--- src/rtl/core/linear_probe_hash_table_macros.svh ---
// Assertion macros for the linear probing hash table.
// Included by the RTL files that carry concurrent checks; expects clk_i and rst_ni in scope.
`ifndef LINEAR_PROBE_HASH_TABLE_MACROS_SVH
`define LINEAR_PROBE_HASH_TABLE_MACROS_SVH

`ifndef ASSERT_OFF
`define LPHT_ASSERT(name, prop) \
  name: assert property (@(posedge clk_i) disable iff (!rst_ni) (prop)) \
    else $error("lpht assertion failed");
`define LPHT_NEVER(name, prop) \
  name: assert property (@(posedge clk_i) disable iff (!rst_ni) not (prop)) \
    else $error("lpht forbidden condition seen");
`else
`define LPHT_ASSERT(name, prop)
`define LPHT_NEVER(name, prop)
`endif

`endif

--- src/rtl/core/lpht_pkg.sv ---
// Shared types and codes for the linear probing hash table.
// No dependencies; used by lpht_ctrl, lpht_datapath and the top level.
package lpht_pkg;

  localparam int unsigned FUNC_FIELD_W   = 2;
  localparam int unsigned KEY_FIELD_W    = 16;
  localparam int unsigned SLOT_FIELD_W   = 4;
  localparam int unsigned STATUS_FIELD_W = 2;

  typedef enum logic [FUNC_FIELD_W-1:0] {
    OP_CLEAR  = 2'd0,
    OP_INSERT = 2'd1,
    OP_SEARCH = 2'd2
  } op_e;

  typedef enum logic [STATUS_FIELD_W-1:0] {
    ST_OK        = 2'd0,
    ST_NOT_FOUND = 2'd1,
    ST_FULL      = 2'd2
  } status_e;

  typedef struct packed {
    logic [FUNC_FIELD_W-1:0] func;
    logic [KEY_FIELD_W-1:0]  key;
  } in_t;

  typedef struct packed {
    logic [SLOT_FIELD_W-1:0]   slot;
    logic [STATUS_FIELD_W-1:0] status;
  } out_t;

  typedef struct packed {
    logic    load;
    logic    hash_step;
    logic    probe_start;
    logic    probe_step;
    logic    sweep_start;
    logic    sweep_step;
    logic    ins_write;
    logic    res_set;
    logic    res_use_slot;
    status_e res_status;
    logic    out_load;
  } cmd_t;

  typedef struct packed {
    logic hash_done;
    logic sweep_last;
    logic slot_valid;
    logic key_match;
    logic lap_end;
  } sts_t;

endpackage

--- src/rtl/core/lpht_datapath.sv ---
// Datapath: key register, reciprocal home-slot reduction, slot memory, probe pointer, result regs.
// Depends on lpht_pkg; driven by lpht_ctrl through cmd_t, reports through sts_t.
module lpht_datapath #(
  parameter int unsigned TABLE_SIZE = 16,
  parameter int unsigned KEY_BITS   = 16
) (
  input  logic                                clk_i,
  input  logic                                rst_ni,
  input  logic [lpht_pkg::KEY_FIELD_W-1:0]    in_key_i,
  input  lpht_pkg::cmd_t                      cmd_i,
  output lpht_pkg::sts_t                      sts_o,
  output lpht_pkg::out_t                      out_data_o
);

  localparam int unsigned SW = $clog2(TABLE_SIZE);
  localparam int unsigned KW = (KEY_BITS < lpht_pkg::KEY_FIELD_W) ? KEY_BITS
                                                                  : lpht_pkg::KEY_FIELD_W;
  localparam int unsigned RS = KW + SW;
  localparam int unsigned PW = 2 * KW + 2;
  localparam logic [KW+1:0] RECIP_C =
    (KW + 2)'(((64'd1 << RS) + 64'(TABLE_SIZE) - 64'd1) / 64'(TABLE_SIZE));

  logic [KW-1:0] key_q, key_d;
  logic [KW:0]   quo_q, quo_d;
  logic          hcnt_q, hcnt_d;
  logic [SW-1:0] rem_q, rem_d;
  logic [SW-1:0] ptr_q, ptr_d;
  logic [SW-1:0] pcnt_q, pcnt_d;
  logic [KW:0]   rd_q;
  lpht_pkg::out_t res_q, res_d;
  lpht_pkg::out_t out_q, out_d;

  logic [KW:0]   mem [TABLE_SIZE];
  logic          wr_en;
  logic [KW:0]   wr_data;
  logic [SW-1:0] rd_addr;
  logic [SW-1:0] ptr_nxt;
  logic [PW-1:0] prod;
  logic [KW:0]   quo_nxt;
  logic [KW:0]   rem_t;
  logic [SW+lpht_pkg::SLOT_FIELD_W-1:0] slot_wide;

  // key / TABLE_SIZE by reciprocal multiply, then key - quotient * TABLE_SIZE
  assign prod      = PW'(in_key_i[KW-1:0]) * PW'(RECIP_C);
  assign quo_nxt   = (KW + 1)'(prod >> RS);
  assign rem_t     = (KW + 1)'(key_q) - quo_q * (KW + 1)'(TABLE_SIZE);
  assign ptr_nxt   = (ptr_q == SW'(TABLE_SIZE - 1)) ? '0 : ptr_q + SW'(1);
  assign slot_wide = (SW + lpht_pkg::SLOT_FIELD_W)'(ptr_q);

  always_comb begin
    key_d   = key_q;
    quo_d   = quo_q;
    hcnt_d  = hcnt_q;
    rem_d   = rem_q;
    ptr_d   = ptr_q;
    pcnt_d  = pcnt_q;
    rd_addr = ptr_q;
    res_d   = res_q;
    out_d   = out_q;
    if (cmd_i.load) begin
      key_d  = in_key_i[KW-1:0];
      quo_d  = quo_nxt;
      hcnt_d = 1'b0;
    end
    if (cmd_i.hash_step) begin
      rem_d  = SW'(rem_t);
      hcnt_d = 1'b1;
    end
    if (cmd_i.probe_start) begin
      rd_addr = rem_q;
      ptr_d   = rem_q;
      pcnt_d  = '0;
    end
    if (cmd_i.probe_step) begin
      rd_addr = ptr_nxt;
      ptr_d   = ptr_nxt;
      pcnt_d  = pcnt_q + SW'(1);
    end
    if (cmd_i.sweep_start) begin
      ptr_d = '0;
    end
    if (cmd_i.sweep_step) begin
      ptr_d = ptr_nxt;
    end
    if (cmd_i.res_set) begin
      res_d.status = cmd_i.res_status;
      res_d.slot   = cmd_i.res_use_slot ? slot_wide[lpht_pkg::SLOT_FIELD_W-1:0] : '0;
    end
    if (cmd_i.out_load) begin
      out_d = res_q;
    end
  end

  assign wr_en   = cmd_i.sweep_step | cmd_i.ins_write;
  assign wr_data = cmd_i.ins_write ? {1'b1, key_q} : '0;

  always_ff @(posedge clk_i) begin
    if (wr_en) begin
      mem[ptr_q] <= wr_data;
    end
    rd_q <= mem[rd_addr];
  end

  always_ff @(posedge clk_i or negedge rst_ni) begin
    if (!rst_ni) begin
      hcnt_q <= 1'b0;
      ptr_q  <= '0;
      pcnt_q <= '0;
    end else begin
      hcnt_q <= hcnt_d;
      ptr_q  <= ptr_d;
      pcnt_q <= pcnt_d;
    end
  end

  always_ff @(posedge clk_i) begin
    key_q   <= key_d;
    quo_q   <= quo_d;
    rem_q   <= rem_d;
    res_q   <= res_d;
    out_q   <= out_d;
  end

  assign sts_o.hash_done  = hcnt_q;
  assign sts_o.sweep_last = (ptr_q == SW'(TABLE_SIZE - 1));
  assign sts_o.slot_valid = rd_q[KW];
  assign sts_o.key_match  = (rd_q[KW-1:0] == key_q);
  assign sts_o.lap_end    = (pcnt_q == SW'(TABLE_SIZE - 1));
  assign out_data_o       = out_q;

endmodule

--- src/rtl/core/lpht_ctrl.sv ---
// Controller FSM: sequences init sweep, clear sweep, key reduction, probing and result handoff.
// Depends on lpht_pkg and linear_probe_hash_table_macros.svh; commands lpht_datapath.
`include "linear_probe_hash_table_macros.svh"

module lpht_ctrl (
  input  logic                               clk_i,
  input  logic                               rst_ni,
  input  logic                               in_valid_i,
  output logic                               in_stall_o,
  input  logic [lpht_pkg::FUNC_FIELD_W-1:0]  in_func_i,
  output logic                               out_valid_o,
  input  logic                               out_stall_i,
  output lpht_pkg::cmd_t                     cmd_o,
  input  lpht_pkg::sts_t                     sts_i
);

  typedef enum logic [5:0] {
    S_INIT  = 6'b000001,
    S_IDLE  = 6'b000010,
    S_HASH  = 6'b000100,
    S_PROBE = 6'b001000,
    S_CLEAR = 6'b010000,
    S_RESP  = 6'b100000
  } state_e;

  state_e state_q, state_d;
  logic [lpht_pkg::FUNC_FIELD_W-1:0] op_q, op_d;
  logic out_vld_q, out_vld_d;
  logic in_acc;
  logic out_free;

  assign in_stall_o = (state_q != S_IDLE);
  assign in_acc     = in_valid_i && !in_stall_o;
  assign out_free   = !out_vld_q || !out_stall_i;

  always_comb begin
    state_d = state_q;
    op_d    = op_q;
    cmd_o   = '0;
    cmd_o.res_status = lpht_pkg::ST_OK;
    out_vld_d = out_vld_q && out_stall_i;
    case (state_q)
      S_INIT: begin
        cmd_o.sweep_step = 1'b1;
        if (sts_i.sweep_last) begin
          state_d = S_IDLE;
        end
      end
      S_IDLE: begin
        if (in_acc) begin
          cmd_o.load = 1'b1;
          op_d       = in_func_i;
          case (in_func_i)
            lpht_pkg::OP_CLEAR: begin
              cmd_o.sweep_start = 1'b1;
              state_d = S_CLEAR;
            end
            lpht_pkg::OP_INSERT, lpht_pkg::OP_SEARCH: begin
              state_d = S_HASH;
            end
            default: begin
              cmd_o.res_set    = 1'b1;
              cmd_o.res_status = lpht_pkg::ST_NOT_FOUND;
              state_d = S_RESP;
            end
          endcase
        end
      end
      S_HASH: begin
        if (sts_i.hash_done) begin
          cmd_o.probe_start = 1'b1;
          state_d = S_PROBE;
        end else begin
          cmd_o.hash_step = 1'b1;
        end
      end
      S_PROBE: begin
        if (op_q == lpht_pkg::OP_INSERT) begin
          if (!sts_i.slot_valid) begin
            cmd_o.ins_write    = 1'b1;
            cmd_o.res_set      = 1'b1;
            cmd_o.res_use_slot = 1'b1;
            cmd_o.res_status   = lpht_pkg::ST_OK;
            state_d = S_RESP;
          end else if (sts_i.lap_end) begin
            cmd_o.res_set    = 1'b1;
            cmd_o.res_status = lpht_pkg::ST_FULL;
            state_d = S_RESP;
          end else begin
            cmd_o.probe_step = 1'b1;
          end
        end else begin
          if (!sts_i.slot_valid || (!sts_i.key_match && sts_i.lap_end)) begin
            cmd_o.res_set    = 1'b1;
            cmd_o.res_status = lpht_pkg::ST_NOT_FOUND;
            state_d = S_RESP;
          end else if (sts_i.key_match) begin
            cmd_o.res_set      = 1'b1;
            cmd_o.res_use_slot = 1'b1;
            cmd_o.res_status   = lpht_pkg::ST_OK;
            state_d = S_RESP;
          end else begin
            cmd_o.probe_step = 1'b1;
          end
        end
      end
      S_CLEAR: begin
        cmd_o.sweep_step = 1'b1;
        if (sts_i.sweep_last) begin
          cmd_o.res_set    = 1'b1;
          cmd_o.res_status = lpht_pkg::ST_OK;
          state_d = S_RESP;
        end
      end
      S_RESP: begin
        if (out_free) begin
          cmd_o.out_load = 1'b1;
          out_vld_d = 1'b1;
          state_d   = S_IDLE;
        end
      end
      default: begin
        state_d = S_INIT;
      end
    endcase
  end

  always_ff @(posedge clk_i or negedge rst_ni) begin
    if (!rst_ni) begin
      state_q   <= S_INIT;
      op_q      <= lpht_pkg::OP_CLEAR;
      out_vld_q <= 1'b0;
    end else begin
      state_q   <= state_d;
      op_q      <= op_d;
      out_vld_q <= out_vld_d;
    end
  end

  assign out_valid_o = out_vld_q;

  `LPHT_NEVER(a_insert_only_into_empty, cmd_o.ins_write && sts_i.slot_valid)
  `LPHT_NEVER(a_no_probe_past_lap, cmd_o.probe_step && sts_i.lap_end)
  `LPHT_ASSERT(a_out_load_when_free, cmd_o.out_load |-> (!out_vld_q || !out_stall_i))
  `LPHT_ASSERT(a_accept_leaves_idle, in_acc |=> (state_q != S_IDLE))
  `LPHT_ASSERT(a_clear_ends_in_resp, (state_q == S_CLEAR && sts_i.sweep_last) |=> (state_q == S_RESP))

endmodule

--- src/rtl/core/linear_probe_hash_table.sv ---
// Top level of the linear probing hash table: controller plus datapath.
// Depends on lpht_pkg, lpht_ctrl and lpht_datapath.
//
//   port group   dir  handshake             beat
//   in_*         in   in_valid_i/in_stall_o  in_t  {func, key}
//   out_*        out  out_valid_o/out_stall_i out_t {slot, status}
//
// Insert/search: accept, key reduction, home-slot read, then probing with one slot memory
//   read per step, up to TABLE_SIZE slots, then the result handoff, which waits while the
//   output register holds a stalled beat. Clear: a sweep with one write per slot, then the
//   handoff; unused selector: handoff only. in_stall_o is high until the handoff is done.
// After reset a sweep over every slot clears the valid marks; in_stall_o is high meanwhile.
// One beat may wait in the output register while the next item is accepted and worked.
module linear_probe_hash_table #(
  parameter int unsigned TABLE_SIZE = 16,
  parameter int unsigned KEY_BITS   = 16
) (
  input  logic           clk_i,
  input  logic           rst_ni,
  input  logic           in_valid_i,
  output logic           in_stall_o,
  input  lpht_pkg::in_t  in_data_i,
  output logic           out_valid_o,
  input  logic           out_stall_i,
  output lpht_pkg::out_t out_data_o
);

  lpht_pkg::cmd_t cmd;
  lpht_pkg::sts_t sts;

  lpht_ctrl u_ctrl (
    .clk_i       (clk_i),
    .rst_ni      (rst_ni),
    .in_valid_i  (in_valid_i),
    .in_stall_o  (in_stall_o),
    .in_func_i   (in_data_i.func),
    .out_valid_o (out_valid_o),
    .out_stall_i (out_stall_i),
    .cmd_o       (cmd),
    .sts_i       (sts)
  );

  lpht_datapath #(
    .TABLE_SIZE (TABLE_SIZE),
    .KEY_BITS   (KEY_BITS)
  ) u_datapath (
    .clk_i      (clk_i),
    .rst_ni     (rst_ni),
    .in_key_i   (in_data_i.key),
    .cmd_i      (cmd),
    .sts_o      (sts),
    .out_data_o (out_data_o)
  );

endmodule
--- config.mk ---
export PLATFORM = sky130hd
export DESIGN_NAME = linear_probe_hash_table
export DESIGN_NICKNAME = d
export VERILOG_FILES = /design/src/rtl/core/lpht_pkg.sv /design/src/rtl/core/lpht_datapath.sv /design/src/rtl/core/lpht_ctrl.sv /design/src/rtl/core/linear_probe_hash_table.sv
export VERILOG_INCLUDE_DIRS = /design/src /design/src/rtl/core
export SDC_FILE = /design/constraint.sdc
export NUM_CORES = 1
export LEC_CHECK = 0
export BUFFER_PORTS_ARGS = -buffer_cell sky130_fd_sc_hd__buf_2
export CAP_MARGIN = 20
export CELL_PAD_IN_SITES_DETAIL_PLACEMENT = 1
export CELL_PAD_IN_SITES_GLOBAL_PLACEMENT = 2
export CORE_MARGIN = 5
export CORE_UTILIZATION = 49
export DETAILED_ROUTE_END_ITERATION = 8
export PLACE_DENSITY_LB_ADDON = 0.12
export SYNTH_ARGS = -nofsm -noshare
export SYNTH_HDL_FRONTEND = slang
export SYNTH_SLANG_ARGS = --single-unit
--- constraint.sdc ---
create_clock -name clk_i -period 5.5 [get_ports clk_i]
set_input_delay 0.275 -clock clk_i [delete_from_list [all_inputs] [get_ports clk_i]]
set_output_delay 0.275 -clock clk_i [all_outputs]
set_load 0.05 [all_outputs]
Word-level counts from Yosys, hierarchy flattened
Memory sizes are Yosys's and may differ from the RTL's. A register that Yosys moved wholly into a read port is not among the register bits.
Index checks and enable logic that the tools add are counted.
Widths: inputs -> output; s select.

operators by class
  add/sub/neg operators = 3
  eq/ne operators = 20
  mux-type cells = 63
  bitwise operators = 1
  reductions and logical operators = 18

operators with widths
  cell                 number
  $mux 6               10
  $mux 4               9
  $pmux 6 s6           1
  $mux 1               34
  $mux 17              1
  $eq 16x16->1         1
  $pmux 6 s2           1
  $mux 2               5
  $add 4x1->4 const B  2
  $eq 4x4->1 const B   2
  $reduce_and 7->1     1
  $eq 6x1->1 const B   1
  $eq 6x2->1 const B   1
  $eq 6x3->1 const B   1
  $eq 6x4->1 const B   1
  $eq 6x5->1 const B   1
  $eq 6x6->1 const B   1
  $ne 2x1->1 const B   3
  $ne 6x2->1 const B   1
  $logic_not 1->1      5
  $eq 2x1->1 const B   2
  $ne 2x2->1 const B   2
  $ne 4x1->1 const B   1
  $ne 4x4->1 const B   1
  12 further kinds     17

storage, ports and cells
  flip-flop bits (word level) = 50
  bits in writable memories = 272
  input port bits = 22
  output and inout bits = 8
  logic and storage cells = 118
  memories kept = 1

memories
  name            depth  width  read ports  clocked after Yosys merged registers in  wr ports  RTL line             source
  u_datapath.mem  16     17     1           1                                        1         lpht_datapath.sv:33  logic [KW:0] mem [TABLE_SIZE];

Longest topological paths before layout
  depth in word-level cells = 10
  depth in mapped cells = 14
  depth with buffers taken out = 10

Modules after synthesis
From an unflattened synthesis, not the netlist that was laid out.

second synthesis, totals
  cell total of the unflattened synthesis = 1206
  area total of the unflattened synthesis = 15608.7 um^2

modules (own cells, without submodules)
  module         times used  cells each  area an instance (um^2)  sequential area each (um^2)
  lpht_datapath  1           1124        14891.8                  9694.3
  lpht_ctrl      1           82          716.9                    226.5

Least setup slack after synthesis
Ideal clock, no wire load.

  path type = flip-flop to flip-flop
  start = register u_ctrl.state_q[2]
  end = memory u_datapath.mem[10][0] (netlist bit) (enable)
  setup time = 0.375 ns
  arrival time = 2.400 ns
  data required time = 5.125 ns
  setup slack = 2.725 ns
  cell stages (with the launch flop) = 8
  path buffers = 1
  clock period less this slack = 2.775 ns
  cell sequence = dfrtp_1 -> buf_2 -> nor4b_4 -> nand2_1 -> nor3_1 -> nor2_1 -> nor3b_1 -> and2_1

on the way
  cells in the longest elaborated chain, start to end = 6
  elaborated cells between the ends (all ways) = 9
  classes of those cells = 3 x eq/ne; 4 x mux; 1 x bitwise; 1 x reduce/logical

ends and longest elaborated chain
  element                                   RTL line             source
  start, declared                           lpht_ctrl.sv:26      state_e state_q, state_d;
  start signal, assigned                    lpht_ctrl.sv:134     state_q <= state_d;
  $eq 6x1->1 or $eq 6x5->1 (tied branches)  lpht_ctrl.sv:42      case (state_q)
  $reduce_or 2->1 (no line)                 --
  $mux 1                                    lpht_ctrl.sv:42
  $or 1x1->1 *                              lpht_datapath.sv:94  assign wr_en = cmd_i.sweep_step | cmd_i.ins_write;
  $mux 1 *                                  lpht_datapath.sv:98  if (wr_en) begin
  $mux 1 (not written as such) *            lpht_datapath.sv:99  mem[ptr_q] <= wr_data;
  end, declared                             lpht_datapath.sv:33

Every way passes the cells marked *; elsewhere a longest branch is shown, timed or not.

Worst setup path in the final report
  start = register u_datapath.key_q[3]
  end = register u_datapath.rd_q[13], read port of u_datapath.mem

on the way
  cells in the longest elaborated chain, start to end = 8
  elaborated cells between the ends (all ways) = 9
  classes of those cells = 1 x eq/ne; 5 x mux; 3 x reduce/logical

ends and longest elaborated chain
  element                 RTL line              source
  start, declared         lpht_datapath.sv:23   logic [KW-1:0] key_q, key_d;
  start signal, assigned  lpht_datapath.sv:117  key_q <= key_d;
  $eq 16x16->1 *          lpht_datapath.sv:127  assign sts_o.key_match = (rd_q[KW-1:0] == key_q);
  $logic_not 1->1         lpht_ctrl.sv:93       if (!sts_i.slot_valid || (!sts_i.key_match && sts_i.lap_end)) begin
  $logic_and 1x1->1       lpht_ctrl.sv:93
  $logic_or 1x1->1        lpht_ctrl.sv:93
  $mux 1 *                lpht_ctrl.sv:93
  $mux 1 *                lpht_ctrl.sv:78       if (op_q == lpht_pkg::OP_INSERT) begin
  $mux 1 *                lpht_ctrl.sv:42
  $mux 4 *                lpht_datapath.sv:74   if (cmd_i.probe_step) begin
  end, declared           lpht_datapath.sv:29   logic [KW:0] rd_q;

Marked as above.
A chain may end at the register's enable or synchronous reset.

==> results.cfg <==
[worst_setup_path]
crit_arrival_ns = 4.82
crit_type = reg2reg
rrSetupSlack_ns = 1.07
r2r-start = u_datapath.key_q[3]
reg2reg_depth = 11
worstPathRequired_ns = 5.90
end_kind = flop
r2r-end = u_datapath.rd_q[13]
crit_fanout = 25
startpoint_type = flop

[cells_and_area]
nets = 1040
antenna_cells = 0
drive_gt1_share_pct = 12.5
fin_area_mm2 = 0.0155
area_delta_synth_final_pct = 14.2

[pwr]
pwr-share-comb_pct = 26.8
intPower_w = 0.00520
p_leak_nw = 5.62
p_sw_w = 0.00255
p_per_area_mw_per_mm2 = 502
seqPwrFrac_pct = 43.1
fin_total_pwr_w = 0.00775
switching_share_pct = 32.9
clock_power_share_pct = 30.2
peakVddDrop_v = 0.000295

[placed_design]
gp_congestion = 0.806
pre_cts_slack_ns = 1.20
dpl.hpwl_mm = 20.5
placed_area_mm2 = 0.0141
io_buffers = 29

[clock_tree]
clock_sink_count = 339
insertion_delay_ns = 0.53
cts_buffers = 36
cts_max_level = 2
post_cts_resized = 0
clk_pin_slew_ns = 0.06
root_buffer = clkbuf_16
cts_tree = built
clk_path_buf_depth = 3

[floorplan]
pin_count = 30
core.rowCount = 60
start_util_pct = 49.9
die-height_um = 176
die-area_mm2 = 0.0310
core_area_mm2 = 0.0271
die_w_um = 176

[min_path]
whs_path_depth = 2
hold_path_end = u_ctrl.op_q[1]
min-delay-start = in_data_i[17]
hp-class = in2reg

[drt]
routed_wl_mm = 35.2
wl_met1_mm = 15.1
top_layer_used = met4
first_pass_iters = 5
wl_met3_mm = 1.68
drc = 0
wl_met2_mm = 17.4
vias = 8160
ant_nets = 0
via_per_inst = 5.79
routedWlPerCell_um = 25.0
drt-initial-drc-count = 573

[synthesis]
post_synth_main_area_contributors = edfxtp_1 67%, nand2_1 5.4%, mux2i_1 3.7%
yosysTopAreaCellShare_pct = 67.5
synth_edf_count = 304
synthFlopType = edfxtp_1
synth_largest_area_cell = edfxtp_1
synth.net_count = 978
syn_area_mm2 = 0.0135
synth_cell_types = 56
yosysWarnings = 0
ys_ff_latch = 339
seq_area_frac_synth_pct = 73.3
avgSynthCellArea_um2 = 14.3
syn_inst = 948
async_flop_share_pct = 5.31

[global_route]
antenna_found_initial = 0
grt_max_degree = 63
grt_pass1_wl_mm = 53.3
first_global_vias = 8676
grt-ovfl-total = 0
grtUsageTotal_pct = 22.9

[job]
maxCapViolCount = 0

[timing]
fin_crit_sh_pct = 80.5
maxSlewHeadroom_pct = 33.9
finalSetupViolations = 0
tightest_slew_ns = 0.982
rsz0062_at_grt = no
fmax_mhz = 226
drv_slew = 0
setup_tns_ns = 0
final-hold-violation-count = 0
fin_ws_ns = 1.07
final.setup_skew_ns = 0.0266
min_period_ns = 4.43

[run_status]
status = finished clean
==> state kept, by name, indices dropped and copies added, names as in the netlist <==
register               count
u_datapath.rem_q           4
u_datapath.rd_q           17
u_datapath.key_q          16
u_datapath.pcnt_q          4
u_ctrl.state_q             6
u_datapath.ptr_q           4
u_ctrl.out_valid_o         1
u_ctrl.op_q                2
u_datapath.res_q           6
u_datapath.out_data_o      6
u_datapath.mem           272
u_datapath.hcnt_q          1
==> worst max-delay path by stage <==
stage | start | to | slack, ns | cells after the start
floorplan | u_ctrl.state_q[2] | u_datapath.mem[10][0] | 2.73 | 7
global placement | u_datapath.key_q[3] | u_datapath.rd_q[1] | 1.29 | 10
detailed placement | u_datapath.key_q[3] | u_datapath.rd_q[13] | 1.20 | 11
CTS | u_datapath.key_q[3] | u_datapath.rd_q[1] | 1.20 | 10
global route | u_datapath.key_q[3] | u_datapath.rd_q[13] | 1.00 | 11
finish | u_datapath.key_q[3] | u_datapath.rd_q[13] | 1.07 | 11
==> power groups by stage <==
stage | Clock, W | Sequential [W] | Combinational, W
floorplan | 0 | 0.00331 | 0.00142
global placement | 0 | 0.00337 | 0.00201
detailed placement | 0 | 0.00339 | 0.00208
CTS | 0.00239 | 0.00334 | 0.00210
global route | 0.00251 | 0.00337 | 0.00225
finish | 0.00234 | 0.00334 | 0.00208
==> area by class of cell <==
| cell class | instances | area (µm²) |
|---|---|---|
| flip-flops and latches | 339 | 9920 |
| fillers | 2594 | 11600 |
| inverters | 11 | 41.3 |
| repair buffers | 75 | 558 |
| well taps | 372 | 465 |
| multi-input cells | 547 | 3330 |
| clock buffers | 56 | 1060 |
| clock inverters | 10 | 85.1 |
==> repair_timing <==
action	in CTS	in global routing
setup buffers	0	0
endpoints found under the hold margin	34	0
hold buffers	18	0
==> routing by layer <==
| layer | up-vias | track usage, % |
|---|---|---|
| li1 | 3658 | - |
| met1 | 4224 | 31.1 |
| met2 | 211 | 38.9 |
| met3 | 67 | 3.08 |
| met4 | 0 | 6.73 |
| met5 | - | 0 |
==> cell usage in the layout, fill, tap and decap left out, drive strengths merged, types with 2 or more instances in the layout <==
| cell type | count |
|---|---|
| and2 | 34 |
| ha | 8 |
| a211oi | 3 |
| nand2b | 2 |
| nor2 | 17 |
| mux2 | 4 |
| nor4 | 6 |
| buf | 56 |
| xnor2 | 2 |
| a32oi | 50 |
| xor2 | 18 |
| nand4 | 3 |
| clkinv | 9 |
| nor4b | 2 |
| dlygate4sd3 | 18 |
| and3 | 2 |
| inv | 11 |
| edfxtp | 304 |
| nor3b | 3 |
| o21bai | 3 |
| o22ai | 2 |
| clkbuf | 57 |
| mux2i | 52 |
| or2 | 3 |
| dfxtp | 17 |
| nand2 | 194 |
| or3 | 3 |
| nor2b | 2 |
| o21ai | 31 |
| nand3 | 70 |
| a21oi | 10 |
| nor3 | 11 |
| dfrtp | 17 |
==> through the flow <==
step                      hold slack, ns  util (%)  std cells
after CTS                         0.0239      57.0       1409
after detailed placement           0.244      52.1       1325
after floorplan                  -0.0206         -        948
final                             0.0411      57.0       1410
after global placement             0.240      52.1       1325
after global routing              0.0492      57.0       1410
==> Yosys cell counts (2+ instances only) <==
cell type and number:
nor3_1 11, buf_6 3, edfxtp_1 304, buf_2 23, o21bai_1 3, buf_4 7, a32oi_1 50, nand3_1 70
o22ai_1 2, mux2_2 3, or3_1 3, and2_1 33, dfrtp_1 17, nand2_1 194, clkbuf_1 18, nand2b_1 2
nor4_1 6, o21ai_0 14, and3_1 2, or2_2 2, a211oi_1 2, o21ai_1 17, xor2_1 18, mux2i_1 50
xnor2_1 2, dfxtp_1 17, ha_1 8, nor3b_1 3, nor2_1 16, a21oi_1 10, nand4_1 2, inv_1 11
nor2b_1 2
==> critical path, stage by stage, from the launching register on <==
cell      delay (ns)
edfxtp_1        0.53
xor2_1          0.23
nor4_1          0.85
nand4_1         0.40
o21bai_1        0.24
buf_4           0.24
mux2i_4         0.45
and2_1          0.47
buf_4           0.46
a32oi_1         0.23
nand3_1         0.13
o21ai_1         0.07
==> cells by family (layout without fill, tap and decap cells) <==
family / after synthesis / after routing / share of synthesized area, %
xor gates and xnor gates: 20 / 20 / 1.29
adders and majority gates: 8 / 8 / 0.740
muxes: 56 / 56 / 4.33
and+or+nand+nor: 355 / 355 / 12.2
AOI/OAI and AO/OA: 108 / 108 / 5.85
buffers and inverters: 62 / 152 / 2.29
DFF: 339 / 339 / 73.3
No activity file was read; power rests on OpenSTA's default activity.
